$ cat src/sv/lrdc_pkg.sv
`default_nettype none

package lrdc_pkg;

  localparam int unsigned QueueDepth = 4;

  localparam logic [31:0] CrcInit     = 32'hFFFF_FFFF;
  localparam logic [31:0] CrcPoly     = 32'hEDB8_8320;
  localparam logic [31:0] MaxLenReset = 32'd65535;

  // input beat command, carried on s_axis_tuser
  typedef enum logic [1:0] {
    CMD_BYTE = 2'd0,
    CMD_EOS  = 2'd1,
    CMD_STOP = 2'd2,
    CMD_ERR  = 2'd3
  } cmd_e;

  // result kind, carried on m_axis_tuser
  typedef enum logic [1:0] {
    KIND_PAYLOAD = 2'd0,
    KIND_VERDICT = 2'd1,
    KIND_STATUS  = 2'd2
  } kind_e;

  typedef enum logic [2:0] {
    ST_OK       = 3'd0,
    ST_TORN     = 3'd1,
    ST_CRC_ERR  = 3'd2,
    ST_STOPPED  = 3'd3,
    ST_CONS_ERR = 3'd4,
    ST_TOO_LONG = 3'd5
  } status_e;

  typedef enum logic [2:0] {
    PH_HEADER  = 3'b001,
    PH_PAYLOAD = 3'b010,
    PH_ENDED   = 3'b100
  } phase_e;

  // every result caused by one input beat, in output order:
  // payload byte, verdict, scan end status
  typedef struct packed {
    logic       has_byte;
    logic [7:0] data;
    logic       has_verdict;
    logic       good;
    logic       has_status;
    status_e    status;
  } entry_t;

  function automatic logic [31:0] crc_byte(input logic [31:0] crc, input logic [7:0] b);
    logic [31:0] c;
    c = crc ^ {24'd0, b};
    for (int i = 0; i < 8; i++) begin
      c = (c >> 1) ^ (CrcPoly & {32{c[0]}});
    end
    return c;
  endfunction

endpackage

`default_nettype wire

$ cat src/sv/lrdc_front.sv
`default_nettype none

module lrdc_front (
  input  wire                  clk_i,
  input  wire                  rst_ni,
  input  wire                  cfg_valid_i,
  input  wire  [31:0]          cfg_data_i,
  input  wire                  accept_i,
  input  wire  [1:0]           cmd_i,
  input  wire  [7:0]           byte_i,
  output logic                 ended_o,
  output logic                 push_o,
  output lrdc_pkg::entry_t     entry_o
);
  import lrdc_pkg::*;

  phase_e      phase_q, phase_d;
  logic [2:0]  hdr_cnt_q, hdr_cnt_d;
  logic [31:0] len_q, len_d;
  logic [31:0] stored_q, stored_d;
  logic [31:0] crc_q, crc_d;
  logic [31:0] left_q, left_d;
  logic [31:0] max_len_q;
  logic [31:0] crc_next;
  cmd_e        cmd;
  entry_t      ent;

  assign cmd      = cmd_e'(cmd_i);
  assign crc_next = crc_byte(crc_q, byte_i);
  assign ended_o  = (phase_q == PH_ENDED);

  always_comb begin
    phase_d   = phase_q;
    hdr_cnt_d = hdr_cnt_q;
    len_d     = len_q;
    stored_d  = stored_q;
    crc_d     = crc_q;
    left_d    = left_q;
    ent       = '0;

    if (accept_i && phase_q != PH_ENDED) begin
      unique case (cmd)
        CMD_EOS: begin
          ent.has_status = 1'b1;
          ent.status     = (phase_q == PH_PAYLOAD) ? ST_TORN : ST_OK;
          phase_d        = PH_ENDED;
        end
        CMD_STOP: begin
          ent.has_status = 1'b1;
          ent.status     = ST_STOPPED;
          phase_d        = PH_ENDED;
        end
        CMD_ERR: begin
          ent.has_status = 1'b1;
          ent.status     = ST_CONS_ERR;
          phase_d        = PH_ENDED;
        end
        CMD_BYTE: begin
          if (phase_q == PH_HEADER) begin
            // little-endian lanes: bytes 0..3 length, 4..7 stored CRC
            unique case (hdr_cnt_q[1:0])
              2'd0: begin
                if (hdr_cnt_q[2]) stored_d[7:0] = byte_i;
                else              len_d[7:0]    = byte_i;
              end
              2'd1: begin
                if (hdr_cnt_q[2]) stored_d[15:8] = byte_i;
                else              len_d[15:8]    = byte_i;
              end
              2'd2: begin
                if (hdr_cnt_q[2]) stored_d[23:16] = byte_i;
                else              len_d[23:16]    = byte_i;
              end
              default: begin
                if (hdr_cnt_q[2]) stored_d[31:24] = byte_i;
                else              len_d[31:24]    = byte_i;
              end
            endcase
            hdr_cnt_d = hdr_cnt_q + 3'd1;
            if (hdr_cnt_q == 3'd7) begin
              crc_d  = CrcInit;
              left_d = len_q;
              if (len_q > max_len_q) begin
                ent.has_status = 1'b1;
                ent.status     = ST_TOO_LONG;
                phase_d        = PH_ENDED;
              end else if (len_q == 32'd0) begin
                // empty payload: CRC of nothing is zero
                ent.has_verdict = 1'b1;
                ent.good        = (stored_d == 32'd0);
                if (stored_d != 32'd0) begin
                  ent.has_status = 1'b1;
                  ent.status     = ST_CRC_ERR;
                  phase_d        = PH_ENDED;
                end
              end else begin
                phase_d = PH_PAYLOAD;
              end
            end
          end else begin
            ent.has_byte = 1'b1;
            ent.data     = byte_i;
            crc_d        = crc_next;
            left_d       = left_q - 32'd1;
            if (left_q == 32'd1) begin
              ent.has_verdict = 1'b1;
              ent.good        = (~crc_next == stored_q);
              if (~crc_next == stored_q) begin
                phase_d   = PH_HEADER;
                hdr_cnt_d = 3'd0;
                crc_d     = CrcInit;
              end else begin
                ent.has_status = 1'b1;
                ent.status     = ST_CRC_ERR;
                phase_d        = PH_ENDED;
              end
            end
          end
        end
        default: ;
      endcase
    end
  end

  assign entry_o = ent;
  assign push_o  = ent.has_byte | ent.has_verdict | ent.has_status;

  always_ff @(posedge clk_i or negedge rst_ni) begin
    if (!rst_ni) begin
      phase_q   <= PH_HEADER;
      hdr_cnt_q <= 3'd0;
      len_q     <= 32'd0;
      stored_q  <= 32'd0;
      crc_q     <= CrcInit;
      left_q    <= 32'd0;
      max_len_q <= MaxLenReset;
    end else begin
      phase_q   <= phase_d;
      hdr_cnt_q <= hdr_cnt_d;
      len_q     <= len_d;
      stored_q  <= stored_d;
      crc_q     <= crc_d;
      left_q    <= left_d;
      if (cfg_valid_i) begin
        max_len_q <= cfg_data_i;
      end
    end
  end

endmodule

`default_nettype wire

$ cat src/sv/lrdc_queue.sv
`default_nettype none

module lrdc_queue #(
  parameter int unsigned Depth = lrdc_pkg::QueueDepth
) (
  input  wire               clk_i,
  input  wire               rst_ni,
  input  wire               push_i,
  input  lrdc_pkg::entry_t  entry_i,
  output logic              full_o,
  input  wire               pop_i,
  output lrdc_pkg::entry_t  entry_o,
  output logic              empty_o
);
  import lrdc_pkg::*;

  localparam int unsigned AW = (Depth > 1) ? $clog2(Depth) : 1;
  localparam int unsigned CW = $clog2(Depth + 1);

  entry_t          mem_q [Depth];
  logic [AW-1:0]   wr_ptr_q, rd_ptr_q;
  logic [CW-1:0]   count_q;
  logic            do_push, do_pop;

  assign full_o  = (count_q == CW'(Depth));
  assign empty_o = (count_q == '0);
  assign do_push = push_i & ~full_o;
  assign do_pop  = pop_i & ~empty_o;
  assign entry_o = mem_q[rd_ptr_q];

  always_ff @(posedge clk_i) begin
    if (do_push) begin
      mem_q[wr_ptr_q] <= entry_i;
    end
  end

  always_ff @(posedge clk_i or negedge rst_ni) begin
    if (!rst_ni) begin
      wr_ptr_q <= '0;
      rd_ptr_q <= '0;
      count_q  <= '0;
    end else begin
      if (do_push) begin
        wr_ptr_q <= (wr_ptr_q == AW'(Depth - 1)) ? '0 : wr_ptr_q + AW'(1);
      end
      if (do_pop) begin
        rd_ptr_q <= (rd_ptr_q == AW'(Depth - 1)) ? '0 : rd_ptr_q + AW'(1);
      end
      if (do_push && !do_pop) begin
        count_q <= count_q + CW'(1);
      end else if (do_pop && !do_push) begin
        count_q <= count_q - CW'(1);
      end
    end
  end

endmodule

`default_nettype wire

$ cat src/sv/lrdc_back.sv
`default_nettype none

module lrdc_back (
  input  wire               clk_i,
  input  wire               rst_ni,
  input  lrdc_pkg::entry_t  entry_i,
  input  wire               empty_i,
  output logic              pop_o,
  output logic              m_axis_tvalid,
  input  wire               m_axis_tready,
  output logic [15:0]       m_axis_tdata,
  output logic [1:0]        m_axis_tuser,
  output logic              m_axis_tlast
);
  import lrdc_pkg::*;

  entry_t cur_q;
  logic   cur_valid, cur_last, take;
  kind_e  kind;

  assign cur_valid = cur_q.has_byte | cur_q.has_verdict | cur_q.has_status;
  assign cur_last  = ($countones({cur_q.has_byte, cur_q.has_verdict, cur_q.has_status}) == 1);
  assign take      = cur_valid & m_axis_tready;
  assign pop_o     = ~empty_i & (~cur_valid | (take & cur_last));

  always_comb begin
    priority if (cur_q.has_byte) begin
      kind = KIND_PAYLOAD;
    end else if (cur_q.has_verdict) begin
      kind = KIND_VERDICT;
    end else begin
      kind = KIND_STATUS;
    end
  end

  assign m_axis_tvalid = cur_valid;
  assign m_axis_tuser  = kind;
  assign m_axis_tlast  = cur_last;
  assign m_axis_tdata  = {4'd0,
                          (kind == KIND_STATUS)  ? cur_q.status : ST_OK,
                          (kind == KIND_VERDICT) & cur_q.good,
                          (kind == KIND_PAYLOAD) ? cur_q.data : 8'd0};

  always_ff @(posedge clk_i or negedge rst_ni) begin
    if (!rst_ni) begin
      cur_q <= '0;
    end else if (pop_o) begin
      cur_q <= entry_i;
    end else if (take) begin
      // retire the result just sent, in order byte, verdict, status
      priority if (cur_q.has_byte) begin
        cur_q.has_byte <= 1'b0;
      end else if (cur_q.has_verdict) begin
        cur_q.has_verdict <= 1'b0;
      end else begin
        cur_q.has_status <= 1'b0;
      end
    end
  end

endmodule

`default_nettype wire

$ cat src/sv/log_record_deframer_crc_check_core.sv
`default_nettype none

// Log record deframer with CRC-32 check. Takes a byte stream of records, each an
// 8-byte little-endian header (32-bit payload length, then 32-bit stored CRC-32,
// reflected, poly EDB88320) followed by the payload. Payload bytes are passed out
// as they arrive; after the last byte a verdict beat follows. A bad CRC, an
// over-long length (above the cfg register, reset 65535), end of stream, or a
// consumer stop/error ends the scan with a status beat, after which every input
// beat is swallowed until reset. Results leave before the check is done, so the
// consumer has to drop a record whose verdict is bad.
// Rate: one input beat per cycle while the queue has room. The front end parses each
// beat and runs the bytewise CRC on it as it is accepted; the back end sends one result
// per cycle while m_axis_tready is high, so a beat yielding two or three results (last
// payload byte with verdict, bad CRC status) holds the output until all are sent, with a
// QueueDepth-entry queue between the two taking up the slack. No clearing pass after reset.
module log_record_deframer_crc_check_core #(
  parameter int unsigned QueueDepth = lrdc_pkg::QueueDepth
) (
  input  wire         clk_i,
  input  wire         rst_ni,
  // config: max_record_len
  input  wire         cfg_valid_i,
  output logic        cfg_ready_o,
  input  wire  [31:0] cfg_data_i,
  // input beats
  input  wire         s_axis_tvalid,
  output logic        s_axis_tready,
  input  wire  [7:0]  s_axis_tdata,   // [7:0] in_byte
  input  wire  [1:0]  s_axis_tuser,   // [1:0] cmd
  // result beats
  output logic        m_axis_tvalid,
  input  wire         m_axis_tready,
  output logic [15:0] m_axis_tdata,   // [7:0] out_byte, [8] record_good, [11:9] scan_status
  output logic [1:0]  m_axis_tuser,   // [1:0] kind
  output logic        m_axis_tlast    // final result of its input beat
);
  import lrdc_pkg::*;

  logic   ended, push, full, empty, pop, s_accept;
  entry_t front_entry, queue_entry;

  assign cfg_ready_o   = 1'b1;
  // once the scan has ended beats are dropped, so never stall them
  assign s_axis_tready = ~full | ended;
  assign s_accept      = s_axis_tvalid & s_axis_tready;

  lrdc_front u_front (
    .clk_i       (clk_i),
    .rst_ni      (rst_ni),
    .cfg_valid_i (cfg_valid_i),
    .cfg_data_i  (cfg_data_i),
    .accept_i    (s_accept),
    .cmd_i       (s_axis_tuser),
    .byte_i      (s_axis_tdata),
    .ended_o     (ended),
    .push_o      (push),
    .entry_o     (front_entry)
  );

  lrdc_queue #(
    .Depth (QueueDepth)
  ) u_queue (
    .clk_i   (clk_i),
    .rst_ni  (rst_ni),
    .push_i  (push),
    .entry_i (front_entry),
    .full_o  (full),
    .pop_i   (pop),
    .entry_o (queue_entry),
    .empty_o (empty)
  );

  lrdc_back u_back (
    .clk_i         (clk_i),
    .rst_ni        (rst_ni),
    .entry_i       (queue_entry),
    .empty_i       (empty),
    .pop_o         (pop),
    .m_axis_tvalid (m_axis_tvalid),
    .m_axis_tready (m_axis_tready),
    .m_axis_tdata  (m_axis_tdata),
    .m_axis_tuser  (m_axis_tuser),
    .m_axis_tlast  (m_axis_tlast)
  );

  // a status beat always closes its input beat's results
  a_status_last: assert property (@(posedge clk_i) disable iff (!rst_ni)
    (m_axis_tvalid && m_axis_tuser == KIND_STATUS) |-> m_axis_tlast)
    else $error("status beat without tlast");

  // a failed verdict must be followed by the CRC error status
  a_bad_verdict: assert property (@(posedge clk_i) disable iff (!rst_ni)
    (m_axis_tvalid && m_axis_tuser == KIND_VERDICT && !m_axis_tdata[8]) |-> !m_axis_tlast)
    else $error("bad verdict not followed by status");

  // a good verdict ends its beat's results
  a_good_verdict: assert property (@(posedge clk_i) disable iff (!rst_ni)
    (m_axis_tvalid && m_axis_tuser == KIND_VERDICT && m_axis_tdata[8]) |-> m_axis_tlast)
    else $error("good verdict without tlast");

  // nothing is queued once the scan has ended
  a_no_push_ended: assert property (@(posedge clk_i) disable iff (!rst_ni)
    ended |-> !push)
    else $error("result queued after scan end");

endmodule

`default_nettype wire

$ cat config.mk
export PLATFORM = sky130hd
export DESIGN_NAME = log_record_deframer_crc_check_core
export DESIGN_NICKNAME = d
export VERILOG_FILES = /design/src/sv/lrdc_pkg.sv /design/src/sv/lrdc_front.sv /design/src/sv/lrdc_queue.sv /design/src/sv/lrdc_back.sv /design/src/sv/log_record_deframer_crc_check_core.sv
export SDC_FILE = /design/constraint.sdc
export NUM_CORES = 1
export LEC_CHECK = 0
export BUFFER_PORTS_ARGS = -buffer_cell sky130_fd_sc_hd__buf_2
export CELL_PAD_IN_SITES_DETAIL_PLACEMENT = 1
export CELL_PAD_IN_SITES_GLOBAL_PLACEMENT = 2
export CORE_MARGIN = 2
export CORE_UTILIZATION = 25
export DETAILED_ROUTE_END_ITERATION = 16
export PLACE_DENSITY_LB_ADDON = 0.05
export SYNTH_ARGS = -nofsm -noshare
export SYNTH_HDL_FRONTEND = slang
export SYNTH_SLANG_ARGS = --single-unit
$ cat constraint.sdc
create_clock -name clk_i -period 7.2 [get_ports clk_i]
set_clock_uncertainty 0.2 [all_clocks]
set_input_delay 0.36 -clock clk_i [delete_from_list [all_inputs] [get_ports clk_i]]
set_output_delay 0.36 -clock clk_i [all_outputs]
set_load 0.03 [all_outputs]
==> impl_metrics.env <==
export IMPL_ys_seq_area_frac=0.483
export IMPL_syn_area_per_cell_um2=11.4
export IMPL_cp_required_ps=7500
export IMPL_die_w_um=237
export IMPL_fin_crit_ps=4580
export IMPL_setup_viol=0
export IMPL_cp_end_kind="register"
export IMPL_worstPathMaxFanout=7
export IMPL_dieArea_um2=56300
export IMPL_synth_area_top_cells="dfrtp_1, edfxtp_1, dfstp_2"
export IMPL_timing_setup_tns_ps=0
export IMPL_tritoncts="done"
export IMPL_syn2layout_area_growth_pct=17.5
export IMPL_dp_hpwl_um=29000
export IMPL_grt_max_degree=103
export IMPL_coreArea_um2=53800
export IMPL_cpLargestDelayFamily="compound AO/OA/AOI/OAI gates"
export IMPL_synth_compound_area_frac=0.112
export IMPL_overflow=0
export IMPL_multi_input_comb_area_um2=6600
export IMPL_clock_path_buffers=3
export IMPL_routed_via_count=9378
export IMPL_path_class="reg2reg"
export IMPL_antenna_found_initial=0
export IMPL_wl_per_cell_um=21.1
export IMPL_reg2reg_slack_ps=2620
export IMPL_synth_area_um2=13600
export IMPL_io_pins=69
export IMPL_syn_instance_count=1190
export IMPL_seqCellArea_um2=6570
export IMPL_die_height_um=237
export IMPL_gp_congestion=0.741
export IMPL_yosysWarnings=0
export IMPL_path_clk_slew_ps=60
export IMPL_synth_seq_cells=248
export IMPL_fillCellCount=5947
export IMPL_synthAdderAreaFrac=0.0480
export IMPL_synth_edf_count=60
export IMPL_synth_xor_area_frac=0.109
export IMPL_grt_usage=0.152
export IMPL_cp_buffers_inverters=1
export IMPL_cts_htree_levels=1
export IMPL_first_global_vias=10100
export IMPL_synthSimpleGateAreaFrac=0.119
export IMPL_ys_flop_type="dfrtp_1"
export IMPL_drive_gt1_frac=0.224
export IMPL_n_antenna_cell=0
export IMPL_numCtsBuffers=31
export IMPL_finalMaxSlewViolations=0
export IMPL_fin_nets=1368
export IMPL_totalWireLength_um=42000
export IMPL_crit_path_top_delay_cell="a2111oi_0"
export IMPL_critPathLaunchType="register"
export IMPL_rsz0062_at_grt="no"
export IMPL_clkSinkCount=248
export IMPL_synth_cell_types=74
export IMPL_slew_headroom=0.301
export IMPL_hold_path_class="in2reg"
export IMPL_viasPerCell=4.71
export IMPL_cts_root_buf="clkbuf_16"
export IMPL_synth_top_area_share=0.256
export IMPL_synth_top_family_by_area="simple AND/OR/NAND/NOR gates"
export IMPL_status="finished, final reports clean"
export IMPL_max_cap_violations=0
export IMPL_power_mw=3.33
export IMPL_tightestPinTransition_ps=1040
export IMPL_start_util=0.253
export IMPL_port_buffers=63
export IMPL_max_freq_mhz=218
export IMPL_async_flop_share=0.758
export IMPL_pwr_density_cell_nw_per_um2=208
export IMPL_muxShareOfSynthArea=0.0960
export IMPL_yosys_area_top_type="dfrtp_1"
export IMPL_power_ir_vdd_worst_uv=183
export IMPL_row_count=85
export IMPL_drc=0
export IMPL_cp_arrival_ps=4890
export IMPL_p_leak_nw=6.73
export IMPL_hold_viol_final=0
export IMPL_cts_resized=0
export IMPL_cpPeakStageDelay_ps=610
export IMPL_drt_iter0_drc=357
export IMPL_worstSkewPairLatency_ps=580
export IMPL_grt_pass1_wl_um=65400
export IMPL_dr_pass1_iters=4
export IMPL_crit_chain="ha_1 -> and4_1 -> and3b_1 -> a2111oi_0 -> o21ai_0 -> a22oi_1 -> a31oi_1 -> nand2_1 -> ha_1 -> inv_1 -> fa_1 -> xor2_1 -> nor2_1 -> xor2_1"
export IMPL_ant_nets=0
export IMPL_period_share=0.637
[worst register-to-register path: stages (launching register included)]
cell and delay [ps]:
dfrtp_1 440, ha_1 330, and4_1 210, and3b_1 180, a2111oi_0 610, o21ai_0 290
a22oi_1 580, a31oi_1 270, nand2_1 260, ha_1 240, inv_1 70, fa_1 420
xor2_1 160, nor2_1 110, xor2_1 150
[per-stage QoR]
stage	cells	instance area (µm²)	utilization	worst slack [ps]	hold WS (ps)
6_report	1989	16000	0.297	2620	67.8
5_1_grt	1989	16000	0.297	2200	93.8
4_1_cts	1989	16000	0.297	2440	47.8
3_5_place_dp	1899	14600	0.272	2480	287
3_3_place_gp	1899	14600	0.272	2480	280
2_1_floorplan	1193	13600	-	3360	-136
[Yosys cell counts (33+ instances only)]
cell and number:
dfrtp_1 139, o21ai_0 85, nand2_1 83, mux2_2 79, nor2_1 66, xnor2_1 65
edfxtp_1 60, a21oi_1 56, dfstp_2 49, ha_1 49, clkbuf_1 48, inv_1 48
o22a_1 33
[registers in the layout (all words and copies together) (netlist names)]
name               cells
u_queue.count_q        3
u_front.crc_q         32
u_front.max_len_q     32
u_front.left_q        32
u_front.stored_q      32
u_back.cur_q          15
u_queue.mem_q         60
u_front.hdr_cnt_q      3
u_front.len_q         32
u_queue.wr_ptr_q       2
u_queue.rd_ptr_q       2
u_front.phase_q        3
[what timing repair did]
action                                 4_1_cts  5_1_grt
buffers inserted                             0        0
endpoints found under the hold margin      118        0
hold buffers                                34        0
[logic make-up (layout without fill, tap and decap cells)]
logic type	count (synthesis)	after routing
AO/OA/AOI/OAI	242	242
XOR/XNOR	117	117
adder cells (fa/ha/maj)	51	51
buffers and inverters	110	210
flip-flops	248	248
multiplexers	101	101
other	2	5
AND/OR/NAND/NOR	319	319
[final timing paths]
check | from | end | depth (start not counted)
setup / recovery | u_front.len_q[29] | u_queue.count_q[2] | 14
hold / removal | s_axis_tuser[1] | u_front.phase_q[2] | 3
setup reg to reg | u_front.len_q[29] | u_queue.count_q[2] | 14
hold reg to reg | u_back.cur_q[11] | u_back.cur_q[11] | 1
max in group asynchronous | rst_ni | u_front.left_q[20] | 3
min in group asynchronous | rst_ni | u_front.left_q[8] | 2
[cells in the final DEF, fill, tap and decap left out, types with 6 or more instances in the layout]
cell and instances:
nor2_1 65, nand3_1 15, xnor3_1 19, nand2_1 83, inv_1 48, ha_1 49
nand2b_1 6, mux2_2 79, clkbuf_1 7, or2_2 7, or3_1 9, xnor2_1 65
mux4_2 15, dfrtp_1 139, a22oi_1 14, edfxtp_1 60, a21oi_1 56, nor4_1 26
and3_1 16, o21ai_0 84, clkbuf_8 7, o22a_1 33, dlygate4sd3_1 34, nand4_1 11
xor2_1 18, nor3_1 28, buf_2 62, o22ai_1 9, and2_1 24, nor2b_1 7
clkbuf_16 31, dfstp_2 49, buf_4 9
[metal layers]
metal / share of wire / vias up / global-route usage / wire length, µm
li1: - / 4448 / - / -
met2: 0.47 / 79 / 0.252 / 19800
met1: 0.49 / 4802 / 0.212 / 20400
met4: 0.018 / 0 / 0.0341 / 759
met5: 0 / - / 0 / 0
met3: 0.023 / 49 / 0.0181 / 984
[cell type report]
type / instances / share of cell area
clock buffer: 44 / 0.0554
clock inverter: 12 / 0.00869
inverter: 48 / 0.0113
multi-input combinational: 835 / 0.413
sequential: 248 / 0.411
tap: 696 / 0.0545
timing repair buffer: 106 / 0.0458
[power breakdown]
part | switching, mW | internal, mW
registers | 0.00421 | 1.46
logic | 0.168 | 0.117
clock network | 0.626 | 0.952
total | 0.797 | 2.53
(Power assumes the default switching activity.)
